**src/rtl/ple_pkg.sv**
```systemverilog
// Shared types, codes and the microprogram of the positional list engine.
// Depends on nothing; ple_if.sv and the engine use it by scoped names, the simulation files import it.
`timescale 1ns / 1ps
`default_nettype none

package ple_pkg;

   // Fixed field widths of the request and response words.
   localparam int FUNC_W   = 2;
   localparam int POS_W    = 7;
   localparam int VALUE_W  = 32;
   localparam int STATUS_W = 2;
   localparam int IDX_W    = 6;
   localparam int CNT_W    = 7;

   localparam int CAPACITY_DEF = 64;

   typedef enum logic [FUNC_W-1:0] {
      FN_INSERT = 2'd0,
      FN_REMOVE = 2'd1,
      FN_FIND   = 2'd2,
      FN_CLEAR  = 2'd3
   } func_type;

   typedef enum logic [STATUS_W-1:0] {
      ST_OK    = 2'd0,
      ST_RANGE = 2'd1,
      ST_FULL  = 2'd2,
      ST_MISS  = 2'd3
   } status_type;

   // Microprogram addresses.
   localparam int UPC_W = 4;
   localparam logic [UPC_W-1:0] S_INS_CHK  = 4'd0;
   localparam logic [UPC_W-1:0] S_INS_LOOP = 4'd1;
   localparam logic [UPC_W-1:0] S_INS_LAST = 4'd2;
   localparam logic [UPC_W-1:0] S_REM_CHK  = 4'd3;
   localparam logic [UPC_W-1:0] S_REM_LOOP = 4'd4;
   localparam logic [UPC_W-1:0] S_REM_LAST = 4'd5;
   localparam logic [UPC_W-1:0] S_FND_CHK  = 4'd6;
   localparam logic [UPC_W-1:0] S_FND_LOOP = 4'd7;
   localparam logic [UPC_W-1:0] S_FND_MISS = 4'd8;
   localparam logic [UPC_W-1:0] S_FND_HIT  = 4'd9;
   localparam logic [UPC_W-1:0] S_CLR      = 4'd10;

   typedef enum logic [1:0] {
      CHK_NONE = 2'd0,
      CHK_INS  = 2'd1,
      CHK_REM  = 2'd2,
      CHK_FIND = 2'd3
   } chk_type;

   typedef enum logic [2:0] {
      IDX_HOLD  = 3'd0,
      IDX_COUNT = 3'd1,
      IDX_POS   = 3'd2,
      IDX_ZERO  = 3'd3,
      IDX_INC   = 3'd4,
      IDX_DEC   = 3'd5
   } idx_op_type;

   typedef enum logic [2:0] {
      CND_NEVER  = 3'd0,
      CND_ALWAYS = 3'd1,
      CND_AT_POS = 3'd2,
      CND_TAIL   = 3'd3,
      CND_BELOW  = 3'd4,
      CND_MATCH  = 3'd5
   } cond_type;

   typedef enum logic [1:0] {
      RD_NONE = 2'd0,
      RD_PREV = 2'd1,
      RD_HERE = 2'd2,
      RD_NEXT = 2'd3
   } rd_type;

   typedef enum logic [1:0] {
      WR_NONE  = 2'd0,
      WR_SHIFT = 2'd1,
      WR_VALUE = 2'd2
   } wr_type;

   typedef enum logic [1:0] {
      CNT_HOLD = 2'd0,
      CNT_INC  = 2'd1,
      CNT_DEC  = 2'd2,
      CNT_ZERO = 2'd3
   } cnt_op_type;

   // One control word. Conditions other than MATCH are evaluated on the index
   // that the step computes; a taken jump discards that index.
   typedef struct packed {
      chk_type    check;
      idx_op_type idx_op;
      cond_type   jmp_cond;
      logic [UPC_W-1:0] target;
      cond_type   loop_cond;
      rd_type     rd;
      wr_type     wr;
      cnt_op_type cnt_op;
      logic       emit;
      status_type status;
      logic       idx_out;
   } ucode_type;

   localparam ucode_type UC_NOP = '{
      check: CHK_NONE, idx_op: IDX_HOLD, jmp_cond: CND_NEVER, target: S_INS_CHK,
      loop_cond: CND_NEVER, rd: RD_NONE, wr: WR_NONE, cnt_op: CNT_HOLD,
      emit: 1'b0, status: ST_OK, idx_out: 1'b0
   };

   function automatic ucode_type ucode_rom(input logic [UPC_W-1:0] step);
      ucode_type w;
      w = UC_NOP;
      unique case (step)
         S_INS_CHK: begin
            w.check    = CHK_INS;
            w.idx_op   = IDX_COUNT;
            w.jmp_cond = CND_AT_POS;
            w.target   = S_INS_LAST;
            w.rd       = RD_PREV;
         end
         S_INS_LOOP: begin
            w.wr        = WR_SHIFT;
            w.idx_op    = IDX_DEC;
            w.jmp_cond  = CND_AT_POS;
            w.target    = S_INS_LAST;
            w.loop_cond = CND_ALWAYS;
            w.rd        = RD_PREV;
         end
         S_INS_LAST: begin
            w.wr     = WR_VALUE;
            w.cnt_op = CNT_INC;
            w.emit   = 1'b1;
         end
         S_REM_CHK: begin
            w.check    = CHK_REM;
            w.idx_op   = IDX_POS;
            w.jmp_cond = CND_TAIL;
            w.target   = S_REM_LAST;
            w.rd       = RD_NEXT;
         end
         S_REM_LOOP: begin
            w.wr        = WR_SHIFT;
            w.idx_op    = IDX_INC;
            w.jmp_cond  = CND_TAIL;
            w.target    = S_REM_LAST;
            w.loop_cond = CND_ALWAYS;
            w.rd        = RD_NEXT;
         end
         S_REM_LAST: begin
            w.cnt_op = CNT_DEC;
            w.emit   = 1'b1;
         end
         S_FND_CHK: begin
            w.check  = CHK_FIND;
            w.idx_op = IDX_ZERO;
            w.rd     = RD_HERE;
         end
         S_FND_LOOP: begin
            w.idx_op    = IDX_INC;
            w.jmp_cond  = CND_MATCH;
            w.target    = S_FND_HIT;
            w.loop_cond = CND_BELOW;
            w.rd        = RD_HERE;
         end
         S_FND_MISS: begin
            w.emit   = 1'b1;
            w.status = ST_MISS;
         end
         S_FND_HIT: begin
            w.emit    = 1'b1;
            w.idx_out = 1'b1;
         end
         S_CLR: begin
            w.cnt_op = CNT_ZERO;
            w.emit   = 1'b1;
         end
         default: w = UC_NOP;
      endcase
      return w;
   endfunction

   function automatic logic [UPC_W-1:0] entry_step(input logic [FUNC_W-1:0] func);
      logic [UPC_W-1:0] s;
      unique case (func_type'(func))
         FN_INSERT: s = S_INS_CHK;
         FN_REMOVE: s = S_REM_CHK;
         FN_FIND:   s = S_FND_CHK;
         FN_CLEAR:  s = S_CLR;
         default:   s = S_CLR;
      endcase
      return s;
   endfunction

endpackage

`default_nettype wire

```
**src/rtl/ple_if.sv**
```systemverilog
// Request and response channel interfaces of the positional list engine.
// Field widths come from ple_pkg.
`timescale 1ns / 1ps
`default_nettype none

interface ple_req_if;
   logic                                valid;
   logic                                ready;
   logic [ple_pkg::FUNC_W-1:0]          func;
   logic [ple_pkg::POS_W-1:0]           position;
   logic signed [ple_pkg::VALUE_W-1:0]  value;

   modport source (output valid, func, position, value, input ready);
   modport sink   (input valid, func, position, value, output ready);
endinterface

interface ple_rsp_if;
   logic                          valid;
   logic                          ready;
   logic [ple_pkg::STATUS_W-1:0]  status;
   logic [ple_pkg::IDX_W-1:0]     found_index;
   logic [ple_pkg::CNT_W-1:0]     count;

   modport source (output valid, status, found_index, count, input ready);
   modport sink   (input valid, status, found_index, count, output ready);
endinterface

`default_nettype wire

```
**src/rtl/ple_ram.sv**
```systemverilog
// Generic single-clock RAM: one write port, one read port with registered data.
// Stands alone; holds the list entries of the positional list engine.
`timescale 1ns / 1ps
`default_nettype none

module ple_ram #(
   parameter int WIDTH = 32,
   parameter int DEPTH = 64
) (
   input  wire logic                     clock,
   input  wire logic                     wr_en,
   input  wire logic [$clog2(DEPTH)-1:0] wr_addr,
   input  wire logic [WIDTH-1:0]         wr_data,
   input  wire logic                     rd_en,
   input  wire logic [$clog2(DEPTH)-1:0] rd_addr,
   output logic      [WIDTH-1:0]         rd_data
);

   logic [WIDTH-1:0] mem_ff [DEPTH];
   logic [WIDTH-1:0] rd_data_ff;

   always_ff @(posedge clock) begin
      if (wr_en) begin
         mem_ff[wr_addr] <= wr_data;
      end
      if (rd_en) begin
         rd_data_ff <= mem_ff[rd_addr];
      end
   end

   assign rd_data = rd_data_ff;

endmodule

`default_nettype wire

```
**src/rtl/positional_list_engine.sv**
```systemverilog
// Positional list engine: microprogram sequencer and datapath over one RAM.
// Depends on ple_pkg, ple_if.sv (channel interfaces) and ple_ram.
`timescale 1ns / 1ps
`default_nettype none

// An ordered list of up to CAPACITY signed 32-bit words, held in one RAM.
// A request word is taken whenever no request is in progress, even while the
// previous response still waits in the output register. The shift and
// search loops move one entry per cycle through the single RAM read port.
// The first check of a request and the step that answers it each wait for
// as long as the previous response word has not been taken. There is no
// clearing pass after reset: only entries below the count are ever read.
module positional_list_engine #(
   parameter int CAPACITY = ple_pkg::CAPACITY_DEF
) (
   input  wire logic clock,
   input  wire logic reset,
   ple_req_if.sink   req_chan,
   ple_rsp_if.source rsp_chan
);

   localparam int AW = $clog2(CAPACITY);
   localparam int CW = $clog2(CAPACITY + 1);
   localparam int XW = ((CW > ple_pkg::POS_W) ? CW : ple_pkg::POS_W) + 1;
   localparam logic [CW-1:0] CNT_MAX = CW'(CAPACITY);

   logic                            busy_ff, busy_in;
   logic [ple_pkg::UPC_W-1:0]       upc_ff, upc_in;
   logic [CW-1:0]                   idx_ff, idx_in;
   logic [CW-1:0]                   count_ff, count_in;
   logic [ple_pkg::POS_W-1:0]       pos_ff, pos_in;
   logic [ple_pkg::VALUE_W-1:0]     value_ff, value_in;
   logic                            rsp_valid_ff, rsp_valid_in;
   logic [ple_pkg::STATUS_W-1:0]    rsp_status_ff, rsp_status_in;
   logic [ple_pkg::IDX_W-1:0]       rsp_index_ff, rsp_index_in;
   logic [ple_pkg::CNT_W-1:0]       rsp_count_ff, rsp_count_in;

   ple_pkg::ucode_type   w;
   ple_pkg::status_type  rej_status;
   logic                 req_accept;
   logic                 hold, reject, jump, stay, fire;
   logic [CW-1:0]        idx_next;
   logic [XW-1:0]        idx_x, cnt_x, pos_x, rd_x;
   logic                 at_pos, tail, below, match;
   logic                 wr_en, rd_en;
   logic [AW-1:0]        wr_addr, rd_addr;
   logic [ple_pkg::VALUE_W-1:0] wr_data, rd_data;

   assign w          = ple_pkg::ucode_rom(upc_ff);
   assign req_accept = req_chan.valid && !busy_ff;

   // A step that may answer waits while the output register is still full.
   assign hold = busy_ff && (w.emit || (w.check != ple_pkg::CHK_NONE)) &&
                 rsp_valid_ff && !rsp_chan.ready;

   always_comb begin
      case (w.idx_op)
         ple_pkg::IDX_COUNT: idx_next = count_ff;
         ple_pkg::IDX_POS:   idx_next = CW'(pos_ff);
         ple_pkg::IDX_ZERO:  idx_next = '0;
         ple_pkg::IDX_INC:   idx_next = idx_ff + CW'(1);
         ple_pkg::IDX_DEC:   idx_next = idx_ff - CW'(1);
         default:            idx_next = idx_ff;
      endcase
   end

   assign idx_x  = XW'(idx_next);
   assign cnt_x  = XW'(count_ff);
   assign pos_x  = XW'(pos_ff);
   assign at_pos = (idx_x == pos_x);
   assign tail   = ((idx_x + XW'(1)) >= cnt_x);
   assign below  = (idx_x < cnt_x);
   assign match  = (rd_data == value_ff);

   always_comb begin
      reject     = 1'b0;
      rej_status = ple_pkg::ST_OK;
      case (w.check)
         ple_pkg::CHK_INS: begin
            if (pos_x > cnt_x) begin
               reject     = 1'b1;
               rej_status = ple_pkg::ST_RANGE;
            end else if (count_ff >= CNT_MAX) begin
               reject     = 1'b1;
               rej_status = ple_pkg::ST_FULL;
            end
         end
         ple_pkg::CHK_REM: begin
            if (pos_x >= cnt_x) begin
               reject     = 1'b1;
               rej_status = ple_pkg::ST_RANGE;
            end
         end
         ple_pkg::CHK_FIND: begin
            if (count_ff == '0) begin
               reject     = 1'b1;
               rej_status = ple_pkg::ST_MISS;
            end
         end
         default: ;
      endcase
   end

   always_comb begin
      case (w.jmp_cond)
         ple_pkg::CND_ALWAYS: jump = 1'b1;
         ple_pkg::CND_AT_POS: jump = at_pos;
         ple_pkg::CND_TAIL:   jump = tail;
         ple_pkg::CND_BELOW:  jump = below;
         ple_pkg::CND_MATCH:  jump = match;
         default:             jump = 1'b0;
      endcase
      case (w.loop_cond)
         ple_pkg::CND_ALWAYS: stay = 1'b1;
         ple_pkg::CND_AT_POS: stay = at_pos;
         ple_pkg::CND_TAIL:   stay = tail;
         ple_pkg::CND_BELOW:  stay = below;
         ple_pkg::CND_MATCH:  stay = match;
         default:             stay = 1'b0;
      endcase
   end

   assign fire = busy_ff && !hold && (reject || w.emit);

   // Entry reads are issued only for addresses below the count, which also
   // drops the wrapped address before position zero.
   always_comb begin
      case (w.rd)
         ple_pkg::RD_PREV: rd_x = idx_x - XW'(1);
         ple_pkg::RD_NEXT: rd_x = idx_x + XW'(1);
         default:          rd_x = idx_x;
      endcase
   end

   assign rd_en   = busy_ff && !hold && !reject && !jump &&
                    (w.rd != ple_pkg::RD_NONE) && (rd_x < cnt_x);
   assign rd_addr = rd_x[AW-1:0];

   assign wr_en   = busy_ff && !hold && !reject && (w.wr != ple_pkg::WR_NONE);
   assign wr_addr = (w.wr == ple_pkg::WR_VALUE) ? AW'(pos_ff) : idx_ff[AW-1:0];
   assign wr_data = (w.wr == ple_pkg::WR_VALUE) ? value_ff : rd_data;

   always_comb begin
      case (w.cnt_op)
         ple_pkg::CNT_INC:  count_in = count_ff + CW'(1);
         ple_pkg::CNT_DEC:  count_in = count_ff - CW'(1);
         ple_pkg::CNT_ZERO: count_in = '0;
         default:           count_in = count_ff;
      endcase
      if (!fire || reject) begin
         count_in = count_ff;
      end
   end

   always_comb begin
      busy_in  = busy_ff;
      upc_in   = upc_ff;
      idx_in   = idx_ff;
      pos_in   = pos_ff;
      value_in = value_ff;
      if (!busy_ff) begin
         if (req_accept) begin
            busy_in  = 1'b1;
            upc_in   = ple_pkg::entry_step(req_chan.func);
            pos_in   = req_chan.position;
            value_in = $unsigned(req_chan.value);
         end
      end else if (!hold) begin
         if (reject || w.emit) begin
            busy_in = 1'b0;
         end else if (jump) begin
            upc_in = w.target;
         end else begin
            idx_in = idx_next;
            if (!stay) begin
               upc_in = upc_ff + ple_pkg::UPC_W'(1);
            end
         end
      end
   end

   assign rsp_valid_in  = fire || (rsp_valid_ff && !rsp_chan.ready);
   assign rsp_status_in = reject ? rej_status : w.status;
   assign rsp_index_in  = (w.idx_out && !reject) ? ple_pkg::IDX_W'(idx_ff) : '0;
   assign rsp_count_in  = ple_pkg::CNT_W'(count_in);

   always_ff @(posedge clock) begin
      if (reset) begin
         busy_ff      <= 1'b0;
         upc_ff       <= ple_pkg::S_INS_CHK;
         count_ff     <= '0;
         rsp_valid_ff <= 1'b0;
      end else begin
         busy_ff      <= busy_in;
         upc_ff       <= upc_in;
         count_ff     <= count_in;
         rsp_valid_ff <= rsp_valid_in;
      end
   end

   always_ff @(posedge clock) begin
      idx_ff   <= idx_in;
      pos_ff   <= pos_in;
      value_ff <= value_in;
      if (fire) begin
         rsp_status_ff <= rsp_status_in;
         rsp_index_ff  <= rsp_index_in;
         rsp_count_ff  <= rsp_count_in;
      end
   end

   ple_ram #(
      .WIDTH (ple_pkg::VALUE_W),
      .DEPTH (CAPACITY)
   ) u_entries (
      .clock   (clock),
      .wr_en   (wr_en),
      .wr_addr (wr_addr),
      .wr_data (wr_data),
      .rd_en   (rd_en),
      .rd_addr (rd_addr),
      .rd_data (rd_data)
   );

   assign req_chan.ready       = !busy_ff;
   assign rsp_chan.valid       = rsp_valid_ff;
   assign rsp_chan.status      = rsp_status_ff;
   assign rsp_chan.found_index = rsp_index_ff;
   assign rsp_chan.count       = rsp_count_ff;

   // A request finishes only by loading a response word.
   a_done_answers: assert property (@(posedge clock) disable iff (reset)
      (busy_ff && !busy_in) |=> rsp_valid_ff)
      else $error("request finished without a response word");

   // A new response never overwrites one that is still waiting.
   a_no_overwrite: assert property (@(posedge clock) disable iff (reset)
      fire |-> !(rsp_valid_ff && !rsp_chan.ready))
      else $error("response word overwritten");

   // The count stays within the capacity.
   a_count_bound: assert property (@(posedge clock) disable iff (reset)
      count_ff <= CNT_MAX)
      else $error("entry count above capacity");

   // Shift writes stay at or below the current count.
   a_shift_addr: assert property (@(posedge clock) disable iff (reset)
      (wr_en && (w.wr == ple_pkg::WR_SHIFT)) |-> (XW'(idx_ff) <= cnt_x))
      else $error("shift write beyond the list end");

endmodule

`default_nettype wire

```
**src/flat_wrapper.sv**
```systemverilog
// flat-port wrapper written by rule: the top's interface ports become plain ports
module positional_list_engine_flat 
#(
   parameter int CAPACITY = ple_pkg::CAPACITY_DEF
)
  (clock, reset, req_chan_valid, req_chan_func, req_chan_position, req_chan_value, req_chan_ready, rsp_chan_valid, rsp_chan_status, rsp_chan_found_index, rsp_chan_count, rsp_chan_ready);
  ple_req_if req_chan_i ();
  ple_rsp_if rsp_chan_i ();
  input  wire logic clock;
  input  wire logic reset;
  input wire logic [$bits(req_chan_i.valid)-1:0] req_chan_valid;
  input wire logic [$bits(req_chan_i.func)-1:0] req_chan_func;
  input wire logic [$bits(req_chan_i.position)-1:0] req_chan_position;
  input wire logic [$bits(req_chan_i.value)-1:0] req_chan_value;
  output wire logic [$bits(req_chan_i.ready)-1:0] req_chan_ready;
  output wire logic [$bits(rsp_chan_i.valid)-1:0] rsp_chan_valid;
  output wire logic [$bits(rsp_chan_i.status)-1:0] rsp_chan_status;
  output wire logic [$bits(rsp_chan_i.found_index)-1:0] rsp_chan_found_index;
  output wire logic [$bits(rsp_chan_i.count)-1:0] rsp_chan_count;
  input wire logic [$bits(rsp_chan_i.ready)-1:0] rsp_chan_ready;
  assign req_chan_i.valid = req_chan_valid;
  assign req_chan_i.func = req_chan_func;
  assign req_chan_i.position = req_chan_position;
  assign req_chan_i.value = req_chan_value;
  assign req_chan_ready = req_chan_i.ready;
  assign rsp_chan_valid = rsp_chan_i.valid;
  assign rsp_chan_status = rsp_chan_i.status;
  assign rsp_chan_found_index = rsp_chan_i.found_index;
  assign rsp_chan_count = rsp_chan_i.count;
  assign rsp_chan_i.ready = rsp_chan_ready;
  positional_list_engine #(.CAPACITY(CAPACITY)) u_core (.clock(clock), .reset(reset), .req_chan(req_chan_i), .rsp_chan(rsp_chan_i));
endmodule
```
**config.mk**
```make
export PLATFORM = sky130hd
export DESIGN_NAME = positional_list_engine_flat
export DESIGN_NICKNAME = d
export VERILOG_FILES = /design/src/rtl/ple_pkg.sv /design/src/rtl/ple_if.sv /design/src/rtl/ple_ram.sv /design/src/rtl/positional_list_engine.sv /design/src/flat_wrapper.sv
export SDC_FILE = /design/constraint.sdc
export NUM_CORES = 2
export LEC_CHECK = 0
export BUFFER_PORTS_ARGS = -buffer_cell sky130_fd_sc_hd__buf_2
export CAP_MARGIN = 20
export CORE_ASPECT_RATIO = 0.5
export CORE_MARGIN = 2
export CORE_UTILIZATION = 50
export CTS_CLUSTER_SIZE = 10
export DETAILED_ROUTE_END_ITERATION = 7
export PLACE_DENSITY = 0.67
export SKIP_CTS_REPAIR_TIMING = 1
export SLEW_MARGIN = 10
export SYNTH_ARGS = -nofsm -noshare
export SYNTH_HDL_FRONTEND = slang
export SYNTH_SLANG_ARGS = --single-unit
```
**constraint.sdc**
```tcl
create_clock -name clock -period 13.3 [get_ports clock]
set_input_delay 1.33 -clock clock [delete_from_list [all_inputs] [get_ports clock]]
set_output_delay 1.33 -clock clock [all_outputs]
set_load 0.03 [all_outputs]
```
==> reports/results.ini <==
[grt]
grt_use_total_pct = 26.3
grt_overflow = 0
grt_max_degree = 187
grt_pass1_vias = 48600
antenna_found_initial = 2
grt_pass1_wl_mm = 340

[logic_synthesis]
synth.area.top_cells = edfxtp_1 (73%), mux2i_1 (6.6%), mux2_2 (3.7%), nand2_1 (3.2%), mux4_2 (1.6%)
async_reset_ff_share_pct = 0
synth_area_mm2 = 0.0881
synth_seq_cells = 2154
yosys_warnings = 0
syn_avg_cell_area_um2 = 16.2
synth_nets = 5526
synth-main-ff-cell = edfxtp_1
synth_top_area_share_pct = 73.0
synth_top_cell_by_area = edfxtp_1
synth_cell_types = 84
yosysSeqAreaShare_pct = 73.3
synth_edf_count = 2141
netlist_instances = 5438

[cts]
cts_max_level = 4
cts-root-buf = clkbuf_16
clockBufferDepth = 3
insertion_delay_ns = 0.86
clock-sinks = 2154
cts_tree = yes
cts.clk_slew.worst_paths_ns = 0.06
cts_inserted_buffers = 233

[setup_path]
endpoint_kind = flip-flop
cp.arrival_ns = 10.29
required_ns = 13.92
r2r_end = u_core.u_entries.rd_data[4]
ff2ff_setup_slack_ns = 3.63
critical_path_class = flip-flop to flip-flop
cp_max_fo = 123
rr_startpoint = u_core.upc_ff[0]
worst_setup_path_start_kind = flip-flop
reg2reg_depth = 23

[timing]
rsz0062_at_grt = false
worst_slew_margin_rel_pct = 9.87
finalCriticalPeriod_ns = 9.67
setup_viol = 0
period_share_pct = 72.7
fin_setup_tns_ns = 0
worst_slew_pin_slew_ns = 1.35
final_max_slew_viol_count = 0
fmax_mhz = 103
finClkSkew_ns = 0.0509
hold_viol_final = 0

[die]
core_area_mm2 = 0.174
pin_count = 62
rows = 108
initial_core_util_pct = 50.6
die_area_mm2 = 0.180
die_w_um = 598
die_h_um = 301

[routing]
routed_wl_mm = 239
drtIter0Drc = 6572
vias = 50600
viasPerCell = 6.41
drtPass1Iterations = 6
ant_nets = 0
wl_per_cell_um = 30.3
drc = 0

[placement]
place.port_buffers = 61
gp_congestion = 0.887
dp_hpwl_mm = 126
dp.cells = 7615

[layout]
area_growth_pct = 11.7
stdcell_count = 7900
final_cell_mix = edfxtp_1 (2141), nand2_1 (760), mux2i_1 (579)
fin_nets = 5641
final_common_cell = edfxtp_1
drive_above_1_share_pct = 16.8

[outcome]
status = finished clean

[hold_path]
worstHoldStart = u_core.rsp_chan.valid
hold_depth = 2
whs_endpoint = u_core.rsp_chan.valid
hp-class = flip-flop to flip-flop

[run]
max-cap-violations = 0

==> cells in the mapped netlist, types with 31 or more instances <==
library cell,count
buf_1,40
nor3_1,48
and3_1,135
inv_1,31
ha_1,42
mux4_2,64
xnor2_1,46
a2111oi_0,36
mux2_2,293
clkbuf_1,206
o22ai_1,131
a221o_1,32
nand2_1,760
a31oi_1,138
nor2_1,98
a221oi_1,164
a21oi_1,91
edfxtp_1,2141
a311oi_1,33
buf_2,61
mux2i_1,579
==> how the worst max path moves through the flow <==
| stage | from | to | slack (ns) |
|---|---|---|---|
| 4_1_cts | u_core.upc_ff[0] | u_core.u_entries.rd_data[4] | 3.84 |
| 3_3_place_gp | u_core.upc_ff[0] | u_core.u_entries.rd_data[31] | 3.39 |
| 5_1_grt | u_core.upc_ff[0] | u_core.u_entries.rd_data[4] | 3.18 |
| 2_1_floorplan | u_core.upc_ff[0] | u_core.u_entries.rd_data[0] | 6.92 |
| 6_report | u_core.upc_ff[0] | u_core.u_entries.rd_data[4] | 3.63 |
| 3_5_place_dp | u_core.upc_ff[0] | u_core.u_entries.rd_data[4] | 3.86 |
==> worst max-delay path, stage by stage, from the launching register on <==
cell and delay (ns):
dfxtp_1 0.34, inv_1 0.13, ha_1 0.73, nor2_1 0.19
mux2_2 0.33, o21bai_1 0.27, a31oi_4 0.14, buf_4 0.33
inv_4 0.54, ha_1 0.33, o22ai_1 0.09, a2111oi_0 0.94
nor2b_1 0.22, a31oi_1 0.06, nand4_1 0.16, buf_4 0.47
buf_12 0.50, inv_6 0.39, nor3_2 0.20, buf_4 0.71
buf_4 0.84, a221oi_1 0.18, mux4_2 0.65, a221o_1 0.32
==> final cells by class <==
type,count,area (um2)
Antenna cell,2,5.00
Clock buffer,257,5980
Clock inverter,13,258
Fill cell,13000,75800
Inverter,34,135
Multi-Input combinational cell,2908,22600
Sequential cell,2154,64600
Tap cell,2310,2890
Timing Repair Buffer,222,1890
==> sequential cells by signal (all words and copies together) (netlist names) <==
name and cells:
u_core.rsp_chan.count 7, u_core.busy_ff 1, u_core.rsp_chan.valid 1, u_core.value_ff 32, u_core.idx_ff 7, u_core.u_entries.rd_data 32
u_core.u_entries.mem_ff 2048, u_core.upc_ff 4, u_core.rsp_chan.status 2, u_core.pos_ff 7, u_core.rsp_chan.found_index 6, u_core.count_ff 7
==> routing by layer <==
| layer | vias up | track usage [%] | routed length, um |
|---|---|---|---|
| met2 | 2701 | 39.8 | 107000 |
| met1 | 26000 | 37.4 | 98200 |
| met3 | 387 | 7.75 | 28500 |
| met4 | 0 | 7.23 | 5830 |
| met5 | - | 0 | 0 |
| li1 | 21500 | - | - |
==> metrics by stage <==
step                area, um2  hold slack (ns)  utilization (%)  setup slack (ns)
detailed placement      91800            0.550             52.7              3.86
global placement        91500            0.491             52.5              3.39
floorplan               88100            0.523                -              6.92
CTS                     98000            0.558             56.3              3.84
finish                  98300            0.544             56.5              3.63
global route            98300            0.602             56.5              3.18
==> cell families after synthesis <==
logic type | synth area share, %
flops | 73.3
xor+xnor | 0.524
simple gates | 5.76
compound gates | 5.97
mux | 12.0
buf+inv | 1.87
fa+ha+maj | 0.619
Power is not shown: default switching activity piles up to over one toggle a cycle in this logic, so the estimate is an artifact.
